$ cat src/sha1md_pkg.sv
// Shared types, constants and round functions of the SHA-1 digest block.
`default_nettype none
package sha1md_pkg;

   localparam int LENGTH_COUNTER_BITS = 64;
   localparam int BYTE_COUNT_BITS     = LENGTH_COUNTER_BITS - 3;
   localparam int DIGEST_WORDS        = 5;
   localparam int BLOCK_WORDS         = 16;
   localparam int SLOT_BITS           = $clog2(BLOCK_WORDS);
   localparam int ROUNDS              = 80;

   typedef logic [31:0] word_type;

   localparam word_type INIT_H0 = 32'h67452301;
   localparam word_type INIT_H1 = 32'hEFCDAB89;
   localparam word_type INIT_H2 = 32'h98BADCFE;
   localparam word_type INIT_H3 = 32'h10325476;
   localparam word_type INIT_H4 = 32'hC3D2E1F0;

   localparam word_type ROUND_K0 = 32'h5A827999;
   localparam word_type ROUND_K1 = 32'h6ED9EBA1;
   localparam word_type ROUND_K2 = 32'h8F1BBCDC;
   localparam word_type ROUND_K3 = 32'hCA62C1D6;

   localparam logic [7:0] PAD_MARK_BYTE = 8'h80;
   localparam logic [5:0] LENGTH_START  = 6'd56;
   localparam logic [5:0] BLOCK_LAST    = 6'd63;

   typedef struct packed {
      logic [7:0] data_byte;
      logic       byte_valid;
      logic       is_last;
   } req_type;

   typedef struct packed {
      logic [31:0] digest_word;
      logic [2:0]  word_index;
      logic        last_word;
   } rsp_type;

   typedef enum logic [2:0] {
      ST_LOAD,
      ST_PAD,
      ST_PRIME,
      ST_ROUND,
      ST_SCHED,
      ST_FINISH,
      ST_OUT
   } state_type;

   typedef enum logic [1:0] {
      PAD_MARK,
      PAD_ZERO,
      PAD_LEN
   } pad_type;

   typedef struct packed {
      logic       load_vars;
      logic       round_en;
      logic [6:0] round_idx;
      logic       finish;
      logic       chain_init;
      logic       chain_shift;
   } core_ctl_type;

   function automatic word_type rotl1(word_type x);
      return {x[30:0], x[31]};
   endfunction

   function automatic word_type rotl5(word_type x);
      return {x[26:0], x[31:27]};
   endfunction

   function automatic word_type rotl30(word_type x);
      return {x[1:0], x[31:2]};
   endfunction

   function automatic word_type round_f(logic [6:0] t, word_type b, word_type c, word_type d);
      word_type f;
      if (t < 7'd20) begin
         f = (b & c) | (~b & d);
      end else if (t < 7'd40) begin
         f = b ^ c ^ d;
      end else if (t < 7'd60) begin
         f = (b & c) | (b & d) | (c & d);
      end else begin
         f = b ^ c ^ d;
      end
      return f;
   endfunction

   function automatic word_type round_k(logic [6:0] t);
      word_type k;
      if (t < 7'd20) begin
         k = ROUND_K0;
      end else if (t < 7'd40) begin
         k = ROUND_K1;
      end else if (t < 7'd60) begin
         k = ROUND_K2;
      end else begin
         k = ROUND_K3;
      end
      return k;
   endfunction

endpackage
`default_nettype wire

$ cat src/sha1md_ram.sv
// Generic RAM: one write port, two registered read ports.
`default_nettype none
module sha1md_ram #(
   parameter int WIDTH = 32,
   parameter int DEPTH = 16,
   localparam int AW   = $clog2(DEPTH)
) (
   input  wire logic             clock,
   input  wire logic             wr_en,
   input  wire logic [AW-1:0]    wr_addr,
   input  wire logic [WIDTH-1:0] wr_data,
   input  wire logic [AW-1:0]    rd_addr_a,
   output logic      [WIDTH-1:0] rd_data_a,
   input  wire logic [AW-1:0]    rd_addr_b,
   output logic      [WIDTH-1:0] rd_data_b
);

   logic [WIDTH-1:0] mem_ff [DEPTH];
   logic [WIDTH-1:0] rd_a_ff;
   logic [WIDTH-1:0] rd_b_ff;

   always_ff @(posedge clock) begin
      if (wr_en) begin
         mem_ff[wr_addr] <= wr_data;
      end
      rd_a_ff <= mem_ff[rd_addr_a];
      rd_b_ff <= mem_ff[rd_addr_b];
   end

   assign rd_data_a = rd_a_ff;
   assign rd_data_b = rd_b_ff;

endmodule
`default_nettype wire

$ cat src/sha1md_core.sv
// SHA-1 round datapath: working variables a..e and the chaining words.
`default_nettype none
module sha1md_core (
   input  wire logic                      clock,
   input  wire logic                      reset,
   input  wire sha1md_pkg::core_ctl_type  ctl,
   input  wire sha1md_pkg::word_type      sched_word,
   output sha1md_pkg::word_type           chain_head
);

   sha1md_pkg::word_type var_ff   [sha1md_pkg::DIGEST_WORDS];
   sha1md_pkg::word_type chain_ff [sha1md_pkg::DIGEST_WORDS];
   sha1md_pkg::word_type temp_in;

   always_comb begin
      temp_in = sha1md_pkg::rotl5(var_ff[0])
              + sha1md_pkg::round_f(ctl.round_idx, var_ff[1], var_ff[2], var_ff[3])
              + var_ff[4] + sched_word + sha1md_pkg::round_k(ctl.round_idx);
   end

   // working variables carry no reset; they are loaded before every block
   always_ff @(posedge clock) begin
      if (ctl.load_vars) begin
         for (int i = 0; i < sha1md_pkg::DIGEST_WORDS; i++) begin
            var_ff[i] <= chain_ff[i];
         end
      end else if (ctl.round_en) begin
         var_ff[0] <= temp_in;
         var_ff[1] <= var_ff[0];
         var_ff[2] <= sha1md_pkg::rotl30(var_ff[1]);
         var_ff[3] <= var_ff[2];
         var_ff[4] <= var_ff[3];
      end
   end

   always_ff @(posedge clock) begin
      if (reset || ctl.chain_init) begin
         chain_ff[0] <= sha1md_pkg::INIT_H0;
         chain_ff[1] <= sha1md_pkg::INIT_H1;
         chain_ff[2] <= sha1md_pkg::INIT_H2;
         chain_ff[3] <= sha1md_pkg::INIT_H3;
         chain_ff[4] <= sha1md_pkg::INIT_H4;
      end else if (ctl.finish) begin
         for (int i = 0; i < sha1md_pkg::DIGEST_WORDS; i++) begin
            chain_ff[i] <= chain_ff[i] + var_ff[i];
         end
      end else if (ctl.chain_shift) begin
         for (int i = 0; i < sha1md_pkg::DIGEST_WORDS - 1; i++) begin
            chain_ff[i] <= chain_ff[i + 1];
         end
         chain_ff[sha1md_pkg::DIGEST_WORDS - 1] <= chain_ff[0];
      end
   end

   assign chain_head = chain_ff[0];

endmodule
`default_nettype wire

$ cat src/sha1_message_digest.sv
// SHA-1 message digest top level: byte loader, pad generator, round sequencer, output.
//
// Message bytes come in one item per cycle while the block is loading and are packed
// big-endian into a 16-word schedule RAM. When the 64th byte of a block lands, input
// stalls and the compression runs: ST_PRIME primes the RAM read and loads the working
// variables, ST_ROUND alone serves rounds 0-15, and each of rounds 16-79 passes through
// ST_SCHED and then ST_ROUND (the four schedule taps are fetched through the RAM's two
// read ports, two in ST_ROUND and two in ST_SCHED); ST_FINISH then folds the working
// variables into the chaining words. An item with is_last (after its own byte, if
// byte_valid is set) starts padding: the 0x80 mark, zeros and the 64-bit big-endian
// bit length are generated internally, one byte per cycle, filling the rest of the
// current block and one more block if needed, each compressed as above. The digest
// then leaves as five items, h0 first, through an output register; the next message
// may start as soon as the last word is loaded into that register. The bit length
// counter is LENGTH_COUNTER_BITS wide and wraps.
`default_nettype none
module sha1_message_digest (
   input  wire logic                 clock,
   input  wire logic                 reset,
   input  wire logic                 req_valid,
   output logic                      req_ready,
   input  wire sha1md_pkg::req_type  req_data,
   output logic                      rsp_valid,
   input  wire logic                 rsp_ready,
   output sha1md_pkg::rsp_type       rsp_data
);

   localparam int SB = sha1md_pkg::SLOT_BITS;

   // sequencer state
   sha1md_pkg::state_type state_ff, state_in;
   sha1md_pkg::pad_type   pad_ff, pad_in;
   logic [5:0]  pos_ff, pos_in;          // byte position in current block
   logic [23:0] asm_ff, asm_in;          // first three bytes of the word being packed
   logic [sha1md_pkg::BYTE_COUNT_BITS-1:0] cnt_ff, cnt_in;   // message bytes, wraps
   logic        closing_ff, closing_in;  // padding in progress
   logic        due_ff, due_in;          // last padded block under compression
   logic [6:0]  round_ff, round_in;
   sha1md_pkg::word_type x1_ff, x1_in;   // first half of the schedule XOR
   logic [2:0]  out_idx_ff, out_idx_in;
   logic        rsp_valid_ff, rsp_valid_in;
   sha1md_pkg::rsp_type rsp_ff, rsp_in;

   // byte push path
   logic        push_en;
   logic [7:0]  push_byte;
   logic [7:0]  pad_byte;
   logic [63:0] len_bits;
   logic        block_full;
   logic        accept;

   // schedule RAM
   logic                 ram_wr_en;
   logic [SB-1:0]        ram_wr_addr;
   sha1md_pkg::word_type ram_wr_data;
   logic [SB-1:0]        ram_rd_addr_a;
   logic [SB-1:0]        ram_rd_addr_b;
   sha1md_pkg::word_type ram_rd_data_a;
   sha1md_pkg::word_type ram_rd_data_b;

   sha1md_pkg::core_ctl_type ctl;
   sha1md_pkg::word_type     sched_word;
   sha1md_pkg::word_type     chain_head;
   logic [6:0]               round_next;

   assign len_bits   = 64'({cnt_ff, 3'b000});
   assign round_next = round_ff + 7'd1;

   always_comb begin
      case (pad_ff)
         sha1md_pkg::PAD_MARK: pad_byte = sha1md_pkg::PAD_MARK_BYTE;
         sha1md_pkg::PAD_LEN:  pad_byte = len_bits[{3'd7 - pos_ff[2:0], 3'b000} +: 8];
         default:              pad_byte = 8'h00;
      endcase
   end

   // schedule word for the current round: stored word, or expanded in place
   assign sched_word = (round_ff < 7'(sha1md_pkg::BLOCK_WORDS)) ? ram_rd_data_a :
                       sha1md_pkg::rotl1(x1_ff ^ ram_rd_data_a ^ ram_rd_data_b);

   assign block_full = push_en && (pos_ff == sha1md_pkg::BLOCK_LAST);

   always_comb begin
      state_in     = state_ff;
      pad_in       = pad_ff;
      pos_in       = pos_ff;
      asm_in       = asm_ff;
      cnt_in       = cnt_ff;
      closing_in   = closing_ff;
      due_in       = due_ff;
      round_in     = round_ff;
      x1_in        = x1_ff;
      out_idx_in   = out_idx_ff;
      rsp_valid_in = rsp_valid_ff;
      rsp_in       = rsp_ff;

      req_ready     = 1'b0;
      accept        = 1'b0;
      push_en       = 1'b0;
      push_byte     = pad_byte;
      ram_wr_en     = 1'b0;
      ram_wr_addr   = round_ff[SB-1:0];
      ram_wr_data   = sched_word;
      ram_rd_addr_a = round_ff[SB-1:0];
      ram_rd_addr_b = round_ff[SB-1:0];

      ctl             = '0;
      ctl.round_idx   = round_ff;

      if (rsp_valid_ff && rsp_ready) begin
         rsp_valid_in = 1'b0;
      end

      case (state_ff)
         sha1md_pkg::ST_LOAD: begin
            req_ready = 1'b1;
            accept    = req_valid;
            push_en   = accept && req_data.byte_valid;
            push_byte = req_data.data_byte;
            if (push_en) begin
               cnt_in = cnt_ff + 1'b1;
            end
            if (accept && req_data.is_last) begin
               closing_in = 1'b1;
               pad_in     = sha1md_pkg::PAD_MARK;
            end
            if (block_full) begin
               state_in = sha1md_pkg::ST_PRIME;
            end else if (accept && req_data.is_last) begin
               state_in = sha1md_pkg::ST_PAD;
            end
         end

         sha1md_pkg::ST_PAD: begin
            push_en = 1'b1;
            if (block_full) begin
               state_in = sha1md_pkg::ST_PRIME;
               if (pad_ff == sha1md_pkg::PAD_LEN) begin
                  due_in = 1'b1;
               end
            end
         end

         sha1md_pkg::ST_PRIME: begin
            ctl.load_vars = 1'b1;
            round_in      = 7'd0;
            ram_rd_addr_a = '0;
            state_in      = sha1md_pkg::ST_ROUND;
         end

         sha1md_pkg::ST_ROUND: begin
            ctl.round_en = 1'b1;
            if (round_ff >= 7'(sha1md_pkg::BLOCK_WORDS)) begin
               ram_wr_en = 1'b1;
            end
            // fetch for the next round: its own slot, or the first two schedule taps
            ram_rd_addr_a = round_next[SB-1:0];
            ram_rd_addr_b = round_next[SB-1:0] + SB'(2);
            round_in      = round_next;
            if (round_ff == 7'(sha1md_pkg::ROUNDS - 1)) begin
               state_in = sha1md_pkg::ST_FINISH;
            end else if (round_next >= 7'(sha1md_pkg::BLOCK_WORDS)) begin
               state_in = sha1md_pkg::ST_SCHED;
            end
         end

         sha1md_pkg::ST_SCHED: begin
            x1_in         = ram_rd_data_a ^ ram_rd_data_b;
            ram_rd_addr_a = round_ff[SB-1:0] + SB'(8);
            ram_rd_addr_b = round_ff[SB-1:0] + SB'(13);
            state_in      = sha1md_pkg::ST_ROUND;
         end

         sha1md_pkg::ST_FINISH: begin
            ctl.finish = 1'b1;
            round_in   = 7'd0;
            if (due_ff) begin
               state_in   = sha1md_pkg::ST_OUT;
               out_idx_in = 3'd0;
            end else if (closing_ff) begin
               state_in = sha1md_pkg::ST_PAD;
            end else begin
               state_in = sha1md_pkg::ST_LOAD;
            end
         end

         sha1md_pkg::ST_OUT: begin
            if (!rsp_valid_ff || rsp_ready) begin
               rsp_valid_in       = 1'b1;
               rsp_in.digest_word = chain_head;
               rsp_in.word_index  = out_idx_ff;
               rsp_in.last_word   = (out_idx_ff == 3'(sha1md_pkg::DIGEST_WORDS - 1));
               out_idx_in         = out_idx_ff + 3'd1;
               if (out_idx_ff == 3'(sha1md_pkg::DIGEST_WORDS - 1)) begin
                  // message done: back to the reset state
                  ctl.chain_init = 1'b1;
                  pos_in         = 6'd0;
                  cnt_in         = '0;
                  pad_in         = sha1md_pkg::PAD_MARK;
                  closing_in     = 1'b0;
                  due_in         = 1'b0;
                  state_in       = sha1md_pkg::ST_LOAD;
               end else begin
                  ctl.chain_shift = 1'b1;
               end
            end
         end

         default: begin
            state_in = sha1md_pkg::ST_LOAD;
         end
      endcase

      // shared byte packing: every fourth byte completes a word into the RAM
      if (push_en) begin
         asm_in = {asm_ff[15:0], push_byte};
         pos_in = pos_ff + 6'd1;
         if (pos_ff[1:0] == 2'b11) begin
            ram_wr_en   = 1'b1;
            ram_wr_addr = pos_ff[5:2];
            ram_wr_data = {asm_ff, push_byte};
         end
         if (state_ff == sha1md_pkg::ST_PAD) begin
            if (pad_ff != sha1md_pkg::PAD_LEN) begin
               if (pos_ff + 6'd1 == sha1md_pkg::LENGTH_START) begin
                  pad_in = sha1md_pkg::PAD_LEN;
               end else begin
                  pad_in = sha1md_pkg::PAD_ZERO;
               end
            end
         end
      end
   end

   always_ff @(posedge clock) begin
      if (reset) begin
         state_ff     <= sha1md_pkg::ST_LOAD;
         pad_ff       <= sha1md_pkg::PAD_MARK;
         pos_ff       <= 6'd0;
         cnt_ff       <= '0;
         closing_ff   <= 1'b0;
         due_ff       <= 1'b0;
         round_ff     <= 7'd0;
         out_idx_ff   <= 3'd0;
         rsp_valid_ff <= 1'b0;
      end else begin
         state_ff     <= state_in;
         pad_ff       <= pad_in;
         pos_ff       <= pos_in;
         cnt_ff       <= cnt_in;
         closing_ff   <= closing_in;
         due_ff       <= due_in;
         round_ff     <= round_in;
         out_idx_ff   <= out_idx_in;
         rsp_valid_ff <= rsp_valid_in;
      end
   end

   always_ff @(posedge clock) begin
      asm_ff <= asm_in;
      x1_ff  <= x1_in;
      rsp_ff <= rsp_in;
   end

   sha1md_ram #(
      .WIDTH (32),
      .DEPTH (sha1md_pkg::BLOCK_WORDS)
   ) u_sched_ram (
      .clock     (clock),
      .wr_en     (ram_wr_en),
      .wr_addr   (ram_wr_addr),
      .wr_data   (ram_wr_data),
      .rd_addr_a (ram_rd_addr_a),
      .rd_data_a (ram_rd_data_a),
      .rd_addr_b (ram_rd_addr_b),
      .rd_data_b (ram_rd_data_b)
   );

   sha1md_core u_core (
      .clock      (clock),
      .reset      (reset),
      .ctl        (ctl),
      .sched_word (sched_word),
      .chain_head (chain_head)
   );

   assign rsp_valid = rsp_valid_ff;
   assign rsp_data  = rsp_ff;

endmodule
`default_nettype wire

$ cat config.mk
export PLATFORM = sky130hd
export DESIGN_NAME = sha1_message_digest
export DESIGN_NICKNAME = d
export VERILOG_FILES = /design/src/sha1md_pkg.sv /design/src/sha1md_ram.sv /design/src/sha1md_core.sv /design/src/sha1_message_digest.sv
export SDC_FILE = /design/constraint.sdc
export NUM_CORES = 2
export LEC_CHECK = 0
export BUFFER_PORTS_ARGS = -buffer_cell sky130_fd_sc_hd__clkbuf_2
export CORE_ASPECT_RATIO = 0.6
export CORE_MARGIN = 4
export CORE_UTILIZATION = 60
export DETAILED_ROUTE_END_ITERATION = 10
export PLACE_DENSITY_LB_ADDON = 0.25
export SETUP_SLACK_MARGIN = 0.05
export SLEW_MARGIN = 20
export SYNTH_ARGS = -nofsm -noshare
export SYNTH_HDL_FRONTEND = slang
export SYNTH_SLANG_ARGS = --single-unit
$ cat constraint.sdc
create_clock -name clock -period 21.2 [get_ports clock]
set_input_delay 1.06 -clock clock [delete_from_list [all_inputs] [get_ports clock]]
set_output_delay 1.06 -clock clock [all_outputs]
set_load 0.02 [all_outputs]
---- Yosys cells after proc, flatten, opt, wreduce, memory -nomap -nowiden ----
Memory sizes are Yosys's and may differ from the RTL's. A register that Yosys moved wholly into a read port is not among the register bits.
Index checks and enable logic that the tools add are counted.
cells by class
  reduce and logical (&&, ||, !) cells .... 25
  muxes and demuxes ....................... 99
  bitwise gates (word level) .............. 28
  add/subtract/negate cells ............... 17
  equality and inequality tests ........... 22
  magnitude comparators ................... 6
  shift-type cells ........................ 1
operator list
  operator                                                           number
  two-way mux 32 bit                                                 23
  adder 32 bit                                                       9
  two-way mux 61 bit                                                 3
  XOR 32 bit                                                         5
  AND 32 bit                                                         4
  case mux 61 bit (2 select lines)                                   1
  OR 32 bit                                                          3
  indexed part select 64 x 7 -> 8 bit                                1
  adder 61 x 1 -> 61 bit, second input constant                      1
  two-way mux 1 bit                                                  35
  inverter 32 bit                                                    1
  two-way mux 31 bit                                                 1
  two-way mux 3 bit                                                  10
  two-way mux 6 bit                                                  4
  two-way mux 2 bit                                                  9
  case mux 3 bit (6 select lines)                                    1
  != test 2 bit, second input constant                               8
  case mux 8 bit (2 select lines)                                    1
  OR 1 bit                                                           15
  greater-or-equal comparator 7 x 5 -> 1 bit, second input constant  2
  < comparator 7 x 5 -> 1 bit, second input constant                 2
  < comparator 7 x 6 -> 1 bit, second input constant                 2
  case mux 7 bit (2 select lines)                                    1
  nonzero test 2 bit                                                 7
  30 further kinds                                                   49
storage, ports and cells
  input bits .............................. 14
  memory bits (writable) .................. 832
  output and inout port bits .............. 38
  register bits ........................... 177
  memories kept ........................... 3
memory list
  memory              depth  bits a word  read ports  clocked after memory_dff  wr ports  line               source
  u_sched_ram.mem_ff  16     32           2           2                         1         sha1md_ram.sv:18   logic [WIDTH-1:0] mem_ff [DEPTH];
  u_core.chain_ff     5      32           5           0                         5         sha1md_core.sv:12  sha1md_pkg::word_type chain_ff [sha1md_pkg::DIGEST_WORDS];
  u_core.var_ff       5      32           5           0                         5         sha1md_core.sv:11  sha1md_pkg::word_type var_ff [sha1md_pkg::DIGEST_WORDS];

---- Depth between registers and ports, before layout ----
An unclocked memory read counts as a cell.
  word-level depth ........................ 12
  depth in mapped cells ................... 25

---- Modules after synthesis ----
A second synthesis with hierarchy kept.
unflattened totals
  cells, all modules ...................... 4911
  area, all modules ....................... 59986.3 µm²
modules (own cells, without submodules)
  module               cells an instance  area each (µm²)  seq. area each (µm²)  instances
  sha1md_core          2836               26419.1          9609.2                1
  sha1md_ram           1141               24186.9          16656.0               1
  sha1_message_digest  934                9380.2           4464.3                1

---- Worst setup path after synthesis ----
OpenSTA, ideal clock, no wires.
  path kind ............................... input to register
  start point ............................. in rsp_ready
  end point ............................... mem u_core.chain_ff[0][0] in the netlist's numbering, enable pin
  buffers on the path ..................... 0
  path slack .............................. 7.967 ns
  data arrival time ....................... 12.331 ns
  cell stages on the path ................. 2
  cell sequence ........................... nor2b_1 > o21ai_0
RTL lines
  what                line                       source
  start: declaration  sha1_message_digest.sv:24  input wire logic rsp_ready,
  end: declaration    sha1md_core.sv:12

==> run_results.csv <==
group,metric,value,unit
status,status,"completed",
floorplan,fp.coreArea,98400,um2
sta,grt_setup_unrepaired,"false",
clock_tree,numCtsBuffers,98,
route,drc,0,
floorplan,io_pins,52,
power,p_per_area,110,nW/um2
sta,slew_headroom,26.7,%
synthesis,syn_area_per_cell,11.3,um2
sta,min_period,6.64,ns
layout,design_area,64600,um2
synthesis,synth_edf_count,924,
synthesis,async_reset_ff_share,0,%
sta,hold_viol,0,
route,wl,177000,um
layout,drive_gt1_share,9.91,%
synthesis,syn_nets,5619,
critical_path,worstPathRequired,21.66,ns
synthesis,ys_ff_latch,1073,
synthesis,synth_flop_cell,"edfxtp_1",
place,place.gp.congestion,0.972,
route,via_per_inst,6.68,
sta,clock-skew-final,0.0293,ns
critical_path,slowest_stage,"a211oi_1",
clock_tree,clock_latency,0.73,ns
global_route,grt_pass1_vias,41289,
clock_tree,clk_pin_slew_worst_paths,0.07,ns
route,wl_per_cell,26.8,um
sta,fin_crit_sh,31.3,%
floorplan,die_w,415,um
synthesis,synthCells,5281,
floorplan,row_count,89,
sta,tightest_slew,1.10,ns
floorplan,die_h,252,um
global_route,grt_use_total,33.4,%
synthesis,yosysWarningCount,0,
route,drt_pre_antenna_iters,6,
layout,final_nets,5554,
job,cap_viol_max_count,0,
sta,finalSetupViolCount,0,
layout,multi_input_area,27500,um2
critical_path,endpoint_kind,"register",
power,p_leak,0.0231,uW
clock_tree,htree_num_levels,3,
synthesis,synthesis.area,59700,um2
critical_path,critPathMaxFanout,65,
route,drtIter0Drc,6695,
floorplan,start_util,60.6,%
layout,register_area,30700,um2
route,num_vias,44260,
layout,fillCellCount,7312,
floorplan,die_area,105000,um2
place,placed_area,61200,um2
power,vdd_drop_max,0.101,mV
clock_tree,post_cts_resize_count,0,
critical_path,worst_path_most_repeated_cell,"fa_1",
sta,timing.hold.ws,0.472,ns
layout,final_core_util,65.6,%
clock_tree,numClockSinks,1073,
synthesis,ys_types,86,
critical_path,arrival,7.10,ns
critical_path,cp_top_family,"adder cells",
place,portBuffers,51,
global_route,overflow,0,
place,hpwl,116000,um
clock_tree,cts_setup_buffers,0,
sta,fmax,151,MHz
synthesis,yosysSeqAreaShare,51.5,%
critical_path,worst_path_largest_cell_delay,0.65,ns
sta,maxSlewViolCount,0,
clock_tree,cts_root_buf,"clkbuf_16",
sta,fin_tns_setup,0,ns
min_path,hp-class,"register to register",
critical_path,critPathBufInv,4,
global_route,antenna_found_initial,7,
critical_path,critPathKind,"register to register",
critical_path,path_cells,"nor3_2 > buf_4 > o21ai_0 > fa_1 > inv_1 > fa_1 > fa_1 > inv_1 > ha_1 > inv_1 > fa_1 > nor2b_1 > o2111ai_1 > nand3_1 > nand3_1 > a211oi_1 > o31ai_1 > a211oi_1 > a21oi_1 > xor2_1 > o21ai_0",
clock_tree,cts_hold_buffers,0,
clock_tree,clockBufferDepth,3,
global_route,grt_pass1_wl,265000,um
global_route,grt_max_degree,171,
clock_tree,cts_tree,"done",
critical_path,startpoint_type,"register",
route,ant_nets,0,
layout,areaGrowthSynthToFinish,8.19,%
path summary, 6_finish.rpt:
check / endpoint / cells past startpoint / slack, ns / start
worst min-delay path: asm_ff[16]$_DFFE_PP_ / 0 / 0.47 / asm_ff[8]$_DFFE_PP_
worst max-delay path: u_core.var_ff[0][29]$_DFFE_PP_ / 21 / 14.56 / round_ff[6]$_SDFFE_PP0P_
worst max register to register: u_core.var_ff[0][29]$_DFFE_PP_ / 21 / 14.56 / round_ff[6]$_SDFFE_PP0P_
worst min register to register: asm_ff[16]$_DFFE_PP_ / 0 / 0.47 / asm_ff[8]$_DFFE_PP_
logic make-up after synthesis:
group / share of synthesized area (%)
muxes: 7.14
buffers and inverters: 3.04
xor gates and xnor gates: 4.36
DFF: 51.5
AOI/OAI and AO/OA: 13.5
and+or+nand+nor: 12.1
adders and majority gates: 8.36
layout make-up:
type / instances / area share [%]
Sequential cell: 1073 / 47.6
Multi-Input combinational cell: 3761 / 42.5
Clock buffer: 129 / 4.26
Tap cell: 1319 / 2.56
Timing Repair Buffer: 118 / 1.21
Inverter: 164 / 0.961
Clock inverter: 53 / 0.864
Antenna cell: 4 / 0.0155
registers in the layout (all words and copies together) (netlist names), 24 cells and up:
name	count
cnt_ff	61
u_core.var_ff	160
x1_ff	32
u_sched_ram.mem_ff	512
u_sched_ram.rd_data_a	32
asm_ff	24
u_core.chain_ff	160
u_sched_ram.rd_data_b	32
rsp_data	36
synthesized netlist by cell type, types with 26 or more instances:
cell type / number / area share [%]
buf_1: 28 / 0.18
nand2b_1: 26 / 0.27
dfxtp_1: 149 / 5.0
o21ai_0: 238 / 2.0
a311oi_1: 66 / 0.97
nand2_1: 919 / 5.8
inv_1: 161 / 1.0
and3_1: 31 / 0.32
a21oi_1: 372 / 3.1
and2_1: 139 / 1.5
a211oi_1: 213 / 2.7
mux2i_1: 79 / 1.3
xnor2_1: 132 / 1.9
nor2b_1: 57 / 0.60
nand3_1: 71 / 0.60
nor2_1: 269 / 1.7
mux4_2: 141 / 5.3
edfxtp_1: 924 / 46
xor2_1: 165 / 2.4
ha_1: 199 / 4.2
clkbuf_1: 208 / 1.3
mux2_2: 26 / 0.49
fa_1: 125 / 4.2
a21o_1: 63 / 0.79
buf_2: 30 / 0.25
a31oi_1: 90 / 0.94
nor3_1: 31 / 0.26
per-layer routing:
layer,global-route usage (%),vias up,share of wire (%)
met5,0,-,0.026
met4,9.91,8,3.0
met3,11.1,361,15
met2,45.3,2948,40
met1,50.9,21581,42
li1,-,19362,-
through the flow:
step / cells / total power, uW / worst slack, ns
3_5_place_dp: 6435 / 5200 / 14.86
2_1_floorplan: 5281 / 4530 / 7.97
5_1_grt: 6617 / 7450 / 14.32
6_report: 6621 / 7120 / 14.56
3_3_place_gp: 6435 / 5160 / 14.86
4_1_cts: 6617 / 7050 / 14.80
power breakdown:
part	switching, uW	leakage [uW]	internal [uW]	total [uW]
clock network	833	0.00162	1030	1860
logic	1590	0.0122	979	2560
registers	153	0.00934	2540	2690
total	2570	0.0231	4540	7120
cells in the final DEF, fill, tap and decap left out, drive strengths merged, types with 67 or more instances in the layout:
| cell | Yosys | routed |
|---|---|---|
| fa | 125 | 125 |
| nor2 | 272 | 272 |
| buf | 74 | 67 |
| inv | 163 | 167 |
| xor2 | 165 | 165 |
| a21oi | 372 | 372 |
| mux4 | 141 | 141 |
| and2 | 139 | 139 |
| nand3 | 71 | 71 |
| clkbuf | 209 | 180 |
| nand2 | 920 | 920 |
| a311oi | 67 | 67 |
| a211oi | 213 | 213 |
| a31oi | 90 | 90 |
| mux2i | 79 | 79 |
| ha | 199 | 199 |
| o21ai | 251 | 251 |
| edfxtp | 924 | 924 |
| xnor2 | 132 | 132 |
| dfxtp | 149 | 149 |
No activity file was read; power rests on OpenSTA's default activity.
